## src/hdl/sfr_pkg.sv

```systemverilog
// Shared types, constants and codes for the serial frame receiver.
package sfr_pkg;

    // Largest payload in bytes; the checksum byte comes on top of it.
    localparam int PAYLOAD_MAX = 32;
    // Payload counters are six bits wide, which covers any payload limit up to 63.
    localparam int CNT_W = 6;
    localparam int IDX_W = (PAYLOAD_MAX > 1) ? $clog2(PAYLOAD_MAX) : 1;

    // Result status codes.
    localparam logic [2:0] STAT_OK          = 3'd0;
    localparam logic [2:0] STAT_BAD_MARKERS = 3'd1;
    localparam logic [2:0] STAT_TOO_LONG    = 3'd2;
    localparam logic [2:0] STAT_BAD_SUM     = 3'd3;
    localparam logic [2:0] STAT_TIMEOUT     = 3'd4;

    // Configuration register indexes.
    localparam logic [1:0] CFG_START_MARKER  = 2'd0;
    localparam logic [1:0] CFG_END_MARKER    = 2'd1;
    localparam logic [1:0] CFG_TIMEOUT_TICKS = 2'd2;

    // Configuration reset values.
    localparam logic [7:0]  START_MARKER_RST  = 8'd170;
    localparam logic [7:0]  END_MARKER_RST    = 8'd85;
    localparam logic [15:0] TIMEOUT_TICKS_RST = 16'd100;

    // Request type of an input item.
    localparam logic REQ_BYTE = 1'b0;
    localparam logic REQ_TICK = 1'b1;

    // One input item.
    typedef struct packed {
        logic       req_type;
        logic [7:0] rx_byte;
    } sfr_in_t;

    // One result item.
    typedef struct packed {
        logic [2:0]  status;
        logic [15:0] opcode;
        logic [15:0] address;
        logic [7:0]  data_byte;
        logic        data_valid;
        logic [4:0]  byte_index;
        logic        last;
    } sfr_out_t;

    // Commands from the controller to the datapath.
    typedef struct packed {
        logic       hdr_wr;
        logic       pay_start;
        logic       pay_wr;
        logic       tick_inc;
        logic       emit_start;
        logic       emit_step;
        logic       stat_load;
        logic [2:0] stat_code;
    } sfr_cmd_t;

    // Status from the datapath to the controller.
    typedef struct packed {
        logic hdr_last;
        logic markers_ok;
        logic len_ok;
        logic pay_more;
        logic sum_ok;
        logic timed_out;
        logic plen_zero;
        logic emit_last;
        logic out_free;
    } sfr_stat_t;

endpackage

```

## src/hdl/sfr_ctrl.sv

```systemverilog
// Controller state machine of the serial frame receiver.
module sfr_ctrl
    import sfr_pkg::*;
(
    input  logic      clk,
    input  logic      rst_n,
    input  logic      rx_valid,
    input  logic      req_type,
    input  sfr_stat_t stat,
    output logic      rx_stall,
    output sfr_cmd_t  cmd
);

    localparam logic [1:0] ST_HEADER  = 2'd0;
    localparam logic [1:0] ST_PAYLOAD = 2'd1;
    localparam logic [1:0] ST_EMIT    = 2'd2;

    logic [1:0] state_reg;
    logic [1:0] state_next;
    logic       rx_fire;

    // Input is held off while a frame is played out or the result register is blocked.
    assign rx_stall = (state_reg == ST_EMIT) || !stat.out_free;
    assign rx_fire  = rx_valid && !rx_stall;

    // Next state and datapath commands.
    always_comb
    begin
        state_next = state_reg;
        cmd        = '0;
        cmd.stat_code = STAT_OK;
        unique case (state_reg)
            ST_HEADER:
            begin
                if (rx_fire && req_type == REQ_BYTE)
                begin
                    cmd.hdr_wr = 1'b1;
                    if (stat.hdr_last)
                    begin
                        if (!stat.markers_ok)
                        begin
                            cmd.stat_load = 1'b1;
                            cmd.stat_code = STAT_BAD_MARKERS;
                        end
                        else if (!stat.len_ok)
                        begin
                            cmd.stat_load = 1'b1;
                            cmd.stat_code = STAT_TOO_LONG;
                        end
                        else
                        begin
                            cmd.pay_start = 1'b1;
                            state_next    = ST_PAYLOAD;
                        end
                    end
                end
            end
            ST_PAYLOAD:
            begin
                if (rx_fire)
                begin
                    if (req_type == REQ_TICK)
                    begin
                        if (stat.timed_out)
                        begin
                            cmd.stat_load = 1'b1;
                            cmd.stat_code = STAT_TIMEOUT;
                            state_next    = ST_HEADER;
                        end
                        else
                        begin
                            cmd.tick_inc = 1'b1;
                        end
                    end
                    else if (stat.pay_more)
                    begin
                        cmd.pay_wr = 1'b1;
                    end
                    else if (!stat.sum_ok)
                    begin
                        cmd.stat_load = 1'b1;
                        cmd.stat_code = STAT_BAD_SUM;
                        state_next    = ST_HEADER;
                    end
                    else if (stat.plen_zero)
                    begin
                        // An empty frame is reported by one status item.
                        cmd.stat_load = 1'b1;
                        cmd.stat_code = STAT_OK;
                        state_next    = ST_HEADER;
                    end
                    else
                    begin
                        cmd.emit_start = 1'b1;
                        state_next     = ST_EMIT;
                    end
                end
            end
            ST_EMIT:
            begin
                if (stat.out_free)
                begin
                    cmd.emit_step = 1'b1;
                    if (stat.emit_last)
                    begin
                        state_next = ST_HEADER;
                    end
                end
            end
            default:
            begin
                state_next = ST_HEADER;
            end
        endcase
    end

    // State register.
    always_ff @(posedge clk or negedge rst_n)
    begin
        if (!rst_n)
        begin
            state_reg <= ST_HEADER;
        end
        else
        begin
            state_reg <= state_next;
        end
    end

    // A payload byte is only stored while the frame is in the payload phase.
    a_pay_wr_phase: assert property (@(posedge clk) disable iff (!rst_n)
        cmd.pay_wr |-> state_reg == ST_PAYLOAD)
        else $error("payload write outside payload phase");

    // Leaving the emit state happens only on the last payload byte.
    a_emit_exit: assert property (@(posedge clk) disable iff (!rst_n)
        (state_reg == ST_EMIT && state_next != ST_EMIT) |-> (cmd.emit_step && stat.emit_last))
        else $error("emit ended early");

    // A frame starts its playout only as a good checksum byte is taken.
    a_emit_entry: assert property (@(posedge clk) disable iff (!rst_n)
        cmd.emit_start |-> (rx_fire && stat.sum_ok && !stat.plen_zero))
        else $error("emit started without a good frame");

endmodule

```

## src/hdl/sfr_dp.sv

```systemverilog
// Datapath of the serial frame receiver: configuration, header, payload buffer, counters, result register.
module sfr_dp
    import sfr_pkg::*;
(
    input  logic        clk,
    input  logic        rst_n,
    input  sfr_in_t     rx_item,
    input  sfr_cmd_t    cmd,
    input  logic        cfg_we,
    input  logic [1:0]  cfg_index,
    input  logic [15:0] cfg_data,
    input  logic        res_stall,
    output sfr_stat_t   stat,
    output logic        res_valid,
    output sfr_out_t    res_item
);

    logic [7:0]       start_marker_reg;
    logic [7:0]       end_marker_reg;
    logic [15:0]      timeout_ticks_reg;
    logic [2:0]       header_count_reg;
    logic [63:0]      header_store_reg;
    logic [7:0]       payload_store_reg [PAYLOAD_MAX];
    logic [CNT_W-1:0] payload_count_reg;
    logic [7:0]       running_sum_reg;
    logic [15:0]      wait_ticks_reg;
    logic [CNT_W-1:0] emit_idx_reg;
    logic             res_valid_reg;
    sfr_out_t         res_item_reg;
    logic [15:0]      plen;
    logic [7:0]       sum_neg;

    // Payload length without the checksum byte, taken modulo 2^16.
    assign plen    = header_store_reg[55:40] - 16'd1;
    assign sum_neg = 8'd0 - running_sum_reg;

    // Status toward the controller.
    always_comb
    begin
        stat.hdr_last   = (header_count_reg == 3'd7);
        stat.markers_ok = (header_store_reg[7:0] == start_marker_reg)
                          && (rx_item.rx_byte == end_marker_reg);
        stat.len_ok     = (plen <= 16'(PAYLOAD_MAX));
        stat.pay_more   = (16'(payload_count_reg) < plen);
        stat.sum_ok     = (rx_item.rx_byte == sum_neg);
        stat.timed_out  = (wait_ticks_reg >= timeout_ticks_reg);
        stat.plen_zero  = (plen == 16'd0);
        stat.emit_last  = ((16'(emit_idx_reg) + 16'd1) == plen);
        stat.out_free   = !res_valid_reg || !res_stall;
    end

    // Configuration registers.
    always_ff @(posedge clk or negedge rst_n)
    begin
        if (!rst_n)
        begin
            start_marker_reg  <= START_MARKER_RST;
            end_marker_reg    <= END_MARKER_RST;
            timeout_ticks_reg <= TIMEOUT_TICKS_RST;
        end
        else if (cfg_we)
        begin
            unique case (cfg_index)
                CFG_START_MARKER:  start_marker_reg  <= cfg_data[7:0];
                CFG_END_MARKER:    end_marker_reg    <= cfg_data[7:0];
                CFG_TIMEOUT_TICKS: timeout_ticks_reg <= cfg_data;
                default:           ;
            endcase
        end
    end

    // Header collection, payload counters, tick counter and playout index.
    always_ff @(posedge clk or negedge rst_n)
    begin
        if (!rst_n)
        begin
            header_count_reg  <= '0;
            header_store_reg  <= '0;
            payload_count_reg <= '0;
            running_sum_reg   <= '0;
            wait_ticks_reg    <= '0;
            emit_idx_reg      <= '0;
        end
        else
        begin
            if (cmd.hdr_wr)
            begin
                header_store_reg[{header_count_reg, 3'b000} +: 8] <= rx_item.rx_byte;
                header_count_reg <= header_count_reg + 3'd1;
            end
            if (cmd.pay_start)
            begin
                payload_count_reg <= '0;
                running_sum_reg   <= '0;
                wait_ticks_reg    <= '0;
            end
            if (cmd.pay_wr)
            begin
                payload_count_reg <= payload_count_reg + CNT_W'(1);
                running_sum_reg   <= running_sum_reg + rx_item.rx_byte;
            end
            if (cmd.tick_inc)
            begin
                wait_ticks_reg <= wait_ticks_reg + 16'd1;
            end
            if (cmd.emit_start)
            begin
                emit_idx_reg <= '0;
            end
            else if (cmd.emit_step)
            begin
                emit_idx_reg <= emit_idx_reg + CNT_W'(1);
            end
        end
    end

    // Payload buffer.
    always_ff @(posedge clk)
    begin
        if (cmd.pay_wr)
        begin
            payload_store_reg[payload_count_reg[IDX_W-1:0]] <= rx_item.rx_byte;
        end
    end

    // Result register valid flag.
    always_ff @(posedge clk or negedge rst_n)
    begin
        if (!rst_n)
        begin
            res_valid_reg <= 1'b0;
        end
        else
        begin
            res_valid_reg <= cmd.emit_step || cmd.stat_load || (res_valid_reg && res_stall);
        end
    end

    // Result register payload.
    always_ff @(posedge clk)
    begin
        if (cmd.emit_step)
        begin
            res_item_reg.status     <= STAT_OK;
            res_item_reg.opcode     <= header_store_reg[23:8];
            res_item_reg.address    <= header_store_reg[39:24];
            res_item_reg.data_byte  <= payload_store_reg[emit_idx_reg[IDX_W-1:0]];
            res_item_reg.data_valid <= 1'b1;
            res_item_reg.byte_index <= 5'(emit_idx_reg);
            res_item_reg.last       <= stat.emit_last;
        end
        else if (cmd.stat_load)
        begin
            res_item_reg.status     <= cmd.stat_code;
            res_item_reg.opcode     <= header_store_reg[23:8];
            res_item_reg.address    <= header_store_reg[39:24];
            res_item_reg.data_byte  <= 8'd0;
            res_item_reg.data_valid <= 1'b0;
            res_item_reg.byte_index <= 5'd0;
            res_item_reg.last       <= 1'b1;
        end
    end

    assign res_valid = res_valid_reg;
    assign res_item  = res_item_reg;

    // The result register is only loaded when it is empty or being emptied.
    a_load_free: assert property (@(posedge clk) disable iff (!rst_n)
        (cmd.emit_step || cmd.stat_load) |-> stat.out_free)
        else $error("result register overwritten");

    // A stored payload byte never lands outside the buffer.
    a_pay_bound: assert property (@(posedge clk) disable iff (!rst_n)
        cmd.pay_wr |-> (payload_count_reg < CNT_W'(PAYLOAD_MAX)))
        else $error("payload buffer overrun");

    // A status item never carries a payload byte.
    a_status_item: assert property (@(posedge clk) disable iff (!rst_n)
        (res_valid && res_item.status != STAT_OK) |-> (!res_item.data_valid && res_item.last))
        else $error("status item carries data");

    // The last payload byte of a frame closes the run.
    a_last_flag: assert property (@(posedge clk) disable iff (!rst_n)
        (cmd.emit_step && stat.emit_last) |=> (res_valid && res_item.last))
        else $error("run not closed");

endmodule

```

## src/hdl/serial_frame_receiver.sv

```systemverilog
// Top level of the serial frame receiver.
//
// The block takes received bytes and millisecond ticks, one item per cycle while it is
// collecting a frame and its result register is not blocked: an 8-byte header (start
// marker, opcode, address and length, all little-endian, then end marker), then the
// payload and a checksum byte that must equal the negated 8-bit sum of the payload. A
// good frame is played out from a 32-entry payload buffer as one result per payload
// byte (one status result if empty), one per cycle while the result side does not
// stall, and input is stalled during playout. A bad marker, an overlong length, a bad
// checksum or a timeout (more ticks than timeout_ticks after the header) drops the
// frame with one status result. Configuration registers: 0 start_marker, 1 end_marker,
// 2 timeout_ticks; write them only while no frame is in progress.
module serial_frame_receiver
    import sfr_pkg::*;
(
    input  logic        clk,
    input  logic        rst_n,
    input  logic        rx_valid,
    output logic        rx_stall,
    input  sfr_in_t     rx_item,
    output logic        res_valid,
    input  logic        res_stall,
    output sfr_out_t    res_item,
    input  logic        cfg_we,
    input  logic [1:0]  cfg_index,
    input  logic [15:0] cfg_data
);

    sfr_cmd_t  cmd;
    sfr_stat_t stat;

    // Frame sequencing.
    sfr_ctrl u_ctrl (
        .clk      (clk),
        .rst_n    (rst_n),
        .rx_valid (rx_valid),
        .req_type (rx_item.req_type),
        .stat     (stat),
        .rx_stall (rx_stall),
        .cmd      (cmd)
    );

    // Storage, checks and result register.
    sfr_dp u_dp (
        .clk       (clk),
        .rst_n     (rst_n),
        .rx_item   (rx_item),
        .cmd       (cmd),
        .cfg_we    (cfg_we),
        .cfg_index (cfg_index),
        .cfg_data  (cfg_data),
        .res_stall (res_stall),
        .stat      (stat),
        .res_valid (res_valid),
        .res_item  (res_item)
    );

endmodule

```

## config.mk

```make
export PLATFORM = sky130hd
export DESIGN_NAME = serial_frame_receiver
export DESIGN_NICKNAME = d
export VERILOG_FILES = /design/src/hdl/sfr_pkg.sv /design/src/hdl/sfr_ctrl.sv /design/src/hdl/sfr_dp.sv /design/src/hdl/serial_frame_receiver.sv
export SDC_FILE = /design/constraint.sdc
export NUM_CORES = 1
export LEC_CHECK = 0
export BUFFER_PORTS_ARGS = -buffer_cell sky130_fd_sc_hd__buf_4
export CORE_MARGIN = 10
export CORE_UTILIZATION = 45
export DETAILED_ROUTE_END_ITERATION = 8
export PLACE_DENSITY = 0.67
export SLEW_MARGIN = 10
export SYNTH_ARGS = -nofsm -noshare
export SYNTH_HDL_FRONTEND = slang
export SYNTH_SLANG_ARGS = --single-unit
```

## constraint.sdc

```tcl
create_clock -name clk -period 5.1 [get_ports clk]
set_input_delay 1.02 -clock clk [delete_from_list [all_inputs] [get_ports clk]]
set_output_delay 1.02 -clock clk [all_outputs]
set_load 0.005 [all_outputs]
```

==> results of run 1 <==
tightest hold or removal path: cells and delay by family, from the launching register on:
| kind | cells | cell delay [ns] |
|---|---|---|
| AO/OA/AOI/OAI | 1 | 0.06 |
| AND/OR/NAND/NOR | 1 | 0.05 |
| flip-flops | 1 | 0.33 |
kinds of logic (layout without fill, tap and decap cells):
kind of cell / Yosys count / after routing
flops: 436 / 436
simple gates: 331 / 331
mux: 150 / 150
compound gates: 139 / 139
buf+inv: 93 / 213
xor+xnor: 52 / 52
fa+ha+maj: 45 / 45
placed cells by master, fill, tap and decap left out, types with 5 or more instances in the layout:
master,n
a21o_1,7
a21oi_1,17
a22o_1,19
and3_1,13
buf_4,96
bufinv_16,6
clkbuf_1,7
clkbuf_16,45
clkinv_1,6
clkinv_2,7
dfrtp_1,117
dfstp_2,11
edfxtp_1,302
ha_1,44
inv_1,35
mux2_2,53
mux2i_1,17
mux4_2,80
nand2_1,109
nand3_1,23
nand3b_1,5
nor2_1,69
nor2b_1,36
nor3_1,18
nor3b_1,5
nor4_1,9
o211ai_1,5
o21ai_0,52
or3_1,11
or4_1,5
xnor2_1,19
xor2_1,31
layout make-up:
type,instances,area [sq um],share of cell area
repair buffers,98,752,0.0347
flip-flops and latches,436,12400,0.573
well taps,539,674,0.0311
multi-input cells,717,6200,0.286
inverters,36,135,0.00623
clock inverters,24,302,0.0139
clock buffers,55,1190,0.0551
final timing paths:
kind	from	to	slack, ns	depth (start not counted)
setup / recovery	u_dp.header_store_reg[40]	u_dp.payload_store_reg[0][4]	0.97	11
hold / removal	u_dp.header_store_reg[30]	u_dp.header_store_reg[30]	0.47	2
setup reg to reg	u_dp.header_store_reg[40]	u_dp.payload_store_reg[0][4]	0.97	11
hold reg to reg	u_dp.header_store_reg[30]	u_dp.header_store_reg[30]	0.47	2
max in group asynchronous	rst_n	u_dp.header_store_reg[21]	3.54	2
min in group asynchronous	rst_n	u_dp.timeout_ticks_reg[8]	0.55	1
report_power, final:
| group | switching, mW | internal (mW) | leakage [nW] | total, mW |
|---|---|---|---|---|
| Combinational | 0.793 | 0.653 | 2.76 | 1.45 |
| Sequential | 0.268 | 4.05 | 4.47 | 4.32 |
| Clock | 1.35 | 1.98 | 0.730 | 3.33 |
| Total | 2.41 | 6.68 | 7.97 | 9.09 |
through the flow:
stage | utilization | hold WS [ns]
final | 0.518 | 0.470
after global routing | 0.518 | 0.500
after CTS | 0.518 | 0.475
after detailed placement | 0.482 | 0.460
after global placement | 0.482 | 0.455
after floorplan | - | 0.442
metal layers:
metal | vias up | share of wire | global-route usage
li1 | 4908 | - | -
met1 | 5453 | 0.44 | 0.218
met2 | 271 | 0.48 | 0.269
met3 | 76 | 0.053 | 0.0344
met4 | 2 | 0.025 | 0.0519
met5 | - | 0.00031 | 0
==> summary.md, run 1 <==
| Metric | Value |
|---|---|
| WP buf/inv | 1 |
| Tmin final | 4.13 ns |
| Crit-path max FO | 23 |
| Setup TNS | 0 ns |
| Cell with the most instances after synthesis | edfxtp_1 |
| Min-delay worst type | register to register |
| XOR/XNOR Fraction of Synth Area | 0.0254 |
| Placed cell count | 1826 |
| Non-Filler Instances | 1905 |
| PortBufs | 83 |
| Critical path's slowest cell | nor2_1 |
| Top_reg_cell synth | edfxtp_1 |
| Startpoint Class | register |
| Mux contribution to synthesized area | 0.135 |
| Die height | 225 um |
| VDD IR max | 0.260 mV |
| Layout Nets | 1411 |
| Fill count | 3419 |
| I/O pin total | 84 |
| Die ar. | 50800 sq um |
| Seq cells post-synth | 436 |
| Max reg flops | 256 |
| Synth cell count leaders | edfxtp_1, dfrtp_1, nand2_1 |
| WP data required | 5.30 ns |
| Vias in the first global route | 11009 |
| Detailed Place HPWL | 27.2 mm |
| GRT Residual Overflow | 0 |
| H-tree level count | 2 |
| Final ANT Viol Nets | 0 |
| First-pass GRT wire length | 64.6 mm |
| Critical path class | register to register |
| Clk Latency, worst-skew pair | 0.58 ns |
| Drt pass-1 iters | 5 |
| Max frequency | 0.242 GHz |
| Reg clk slew, reported paths | 0.06 ns |
| ANT cells | 0 |
| Clock Tree Buf Depth | 3 |
| Synth Area in Compound Gates | 0.0492 |
| Post-synth top area share | 0.478 |
| Initial antenna violation count | 1 |
| Cell area after layout | 21700 sq um |
| Final period util | 0.810 |
| Library cells used by synthesis | 72 |
| Share of layout cells above drive strength 1 | 0.239 |
| Pwr/cell area | 419 nW/um^2 |
| Clock Sinks | 436 |
| Netlist Area Pre-Place | 19000 sq um |
| # rows | 75 |
| DR WL/cell | 21.7 um |
| Setup slack after layout | 0.970 ns |
| CTS root buf | clkbuf_16 |
| Die width | 225 um |
| Simple-gate share of the synthesized area | 0.0866 |
| Largest stage delay on the critical path | 0.74 ns |
| Pins Over Slew Limit | 0 |
| Status | completed |
| Layout area overhead | 14.2% |
| Pin count of the biggest net entering global routing | 98 |
| CTS tree | built |
| Area contributors post-synth | edfxtp_1, dfrtp_1, mux4_2 |
| Initial core utilization | 0.453 |
| Sequential area share after synthesis | 0.654 |
| Core ar. | 41900 sq um |
| Via density | 5.62 |
| CTS Buf Count | 45 |
| Residual DRC count | 0 |
| Largest family of logic cells by synthesized area | multiplexers |
| Yosys warning count | 0 |
| CP Capture Type | register |
| Initial DRC count | 752 |
| Cell Chain, Critical Path | or2_2 > or3_1 > and2_1 > ha_1 > nand3_1 > a211oi_1 > a211oi_1 > o311a_1 > buf_4 > nand2_1 > nor2_1 |
| Crit path max-delay family | simple AND/OR/NAND/NOR gates |
| Placed Area | 20200 sq um |
| Via count | 10710 |
| Setup Buffers After CTS | 0 |
| Tightest Pin Transition | 1.19 ns |
| Post-CTS sizing | 0 |
| Leak pwr | 7.97 nW |
| Post-synth ARST share | 0.298 |
| GPL Wtd Cong | 0.828 |
| Gr usage total | 0.165 |
| Number of flops mapped to enable cells by yosys | 302 |
| Max-cap viol count | 0 |
| PnR Total Power | 9.09 mW |
| Mapped Nets | 1323 |
| Data arrival, critical path | 4.33 ns |
| Mapped Cells | 1246 |
| Largest area contributor in the netlist | edfxtp_1 |
| CTS Hold Bufs | 0 |
| Clock skew | 0.0196 ns |
| Adder-cell share of the synthesized area | 0.0301 |
| Unrepaired setup endpoints after global routing | no |
| Total Wirelength | 41.3 mm |
| CP most frequent cell | a211oi_1 |
| Slew HR | 0.203 |
| Place WS | 0.980 ns |
| Final setup fails | 0 |
| Fin. Hold Viols | 0 |
| Synthesized area per cell | 15.2 sq um |
No activity file was read; power rests on OpenSTA's default activity.
==> inputs of run 2 (changes only) <==
clock period = 4.1 ns   (was 5.1 ns; I/O delays follow)
==> run 2 against run 1 <==
Effect of this change: worst setup slack got worse by 0.56 ns; highest routed layer unchanged; total power increased by 23%; largest cell class unchanged; combinational power grew 28%.
==> summary.md, run 2 (synthesis results as in run 1) <==
| Metric | Value |
|---|---|
| Commonest non-fill, non-tap cell in the layout | edfxtp_1 |
| I/O pin total | 84 |
| Reg-to-Reg End | u_dp.payload_store_reg[13][3] |
| Max-cap viol count | 0 |
| Status | completed |
| Most frequent cells in the layout | edfxtp_1, buf_4, dfrtp_1, nand2_1, mux4_2 |
| Core ar. | 41900 sq um |
| Pwr/cell area | 507 nW/um^2 |
| Layout area overhead | 16.0% |
| Vias in the first global route | 10932 |
| Drt pass-1 iters | 6 |
| Final ANT Viol Nets | 0 |
| Critical path class | register to register |
| PortBufs | 83 |
| Placed Area | 20600 sq um |
| Clock Tree Buf Depth | 3 |
| Setup TNS | 0 ns |
| Initial DRC count | 1025 |
| Tmin final | 3.69 ns |
| Via count | 10828 |
| Startpoint Class | register |
| # rows | 75 |
| Setup Buffers After CTS | 0 |
| Tightest Pin Transition | 0.949 ns |
| PnR Total Power | 11.2 mW |
| Met2 GRT Util | 0.274 |
| CTS root buf | clkbuf_16 |
| Total Wirelength | 42.4 mm |
| Clock Sinks | 436 |
| Max reg flops | 256 |
| Detailed Place HPWL | 28.5 mm |
| Fin. Hold Viols | 0 |
| Unrepaired setup endpoints after global routing | no |
| DR WL/cell | 21.7 um |
| Max frequency | 0.271 GHz |
| Pins Over Slew Limit | 0 |
| Die ar. | 50800 sq um |
| Residual DRC count | 0 |
| Grt met3 use | 0.0411 |
| Fill count | 3421 |
| Data arrival, critical path | 3.96 ns |
| Via density | 5.54 |
| CP Capture Type | register |
| Layout Nets | 1459 |
| Crit-path max FO | 20 |
| Reg clk slew, reported paths | 0.06 ns |
| CTS Buf Count | 45 |
| Worst Reg-to-Reg Cells | 12 |
| Die width | 225 um |
| Slew HR | 0.366 |
| Final period util | 0.900 |
| Grt peak-use layer | met2 |
| Share of layout cells above drive strength 1 | 0.265 |
| GRT Residual Overflow | 0 |
| GPL Wtd Cong | 0.867 |
| Final setup fails | 0 |
| ANT cells | 0 |
| Min-delay worst type | input pin to asynchronous set/reset pin |
| Cell area after layout | 22000 sq um |
| Met1 usage | 0.224 |
| Die height | 225 um |
| WP data required | 4.37 ns |
| First-pass GRT wire length | 65.5 mm |
| CTS tree | built |
| H-tree level count | 2 |
| Gr usage total | 0.169 |
| Initial core utilization | 0.453 |
| Crit Reg-Reg Startpoint | u_dp.header_store_reg[41] |
| Clk Latency, worst-skew pair | 0.59 ns |
| Multi-input logic area | 6210 sq um |
| Clock skew | 0.0290 ns |
| VDD IR max | 0.312 mV |
| Leak pwr | 8.20 nW |
| Storage element area | 12400 sq um |
| Initial antenna violation count | 1 |
| Pin count of the biggest net entering global routing | 96 |
| R2R setup slack | 0.41 ns |
==> run 2: cell count changes in the layout (fill, tap and decap cells not counted), moves of 3 or more <==
cell	change
clkbuf_8	+3
buf_4	+47
clkinv_1	-6
clkbuf_1	+8
bufinv_16	-4
==> run 2: report_power, final <==
part,total [mW],internal [mW],switching (mW)
clock network,3.96,2.29,1.68
registers,5.35,5.04,0.309
logic,1.86,0.840,1.02
==> run 2: layer usage <==
metal	routed length, um	part of all wire
met1	17800	0.42
met2	20600	0.49
met3	3120	0.074
met4	794	0.019
met5	12	0.00028
==> run 2: what timing repair did <==
item / CTS / global route
setup endpoints to repair: 0 / 10
hold buffers: 0 / 0
gates resized for setup: 0 / 1
==> run 2: metrics by stage <==
stage	utilization	hold slack (ns)	setup WS [ns]	cells
finish	0.526	0.307	0.411	1955
global route	0.526	0.362	0.161	1955
CTS	0.526	0.357	0.217	1955
detailed placement	0.491	0.463	0.293	1874
global placement	0.491	0.456	0.363	1874
floorplan	-	0.442	0.203	1246
==> run 2: how the worst max path moves through the flow <==
stage	from	endpoint
3_5_place_dp	u_dp.header_store_reg[41]	u_dp.payload_store_reg[13][3]
6_report	u_dp.header_store_reg[41]	u_dp.payload_store_reg[13][3]
2_1_floorplan	rx_item[6]	u_dp.res_item[0]
4_1_cts	u_dp.header_store_reg[41]	u_dp.payload_store_reg[13][3]
3_3_place_gp	u_dp.header_store_reg[43]	u_dp.payload_store_reg[17][1]
5_1_grt	u_dp.header_store_reg[41]	u_dp.payload_store_reg[22][7]
==> run 2: final cells by class <==
type / instances / share of cell area
repair buffers: 146 / 0.0511
clock inverters: 15 / 0.00830
inverters: 36 / 0.00631
flip-flops and latches: 436 / 0.564
multi-input cells: 717 / 0.282
clock buffers: 66 / 0.0574
well taps: 539 / 0.0306
==> run 2: critical path, cell delays in order, from the launching register on <==
cell and delay, ns:
dfrtp_1 0.45, inv_1 0.11, ha_1 0.27, nor3b_1 0.29, xnor2_1 0.25, ha_1 0.33, a21o_1 0.17, a211oi_1 0.34
o311a_1 0.28, buf_4 0.27, nand2_2 0.24, nor2_1 0.18, buf_4 0.19
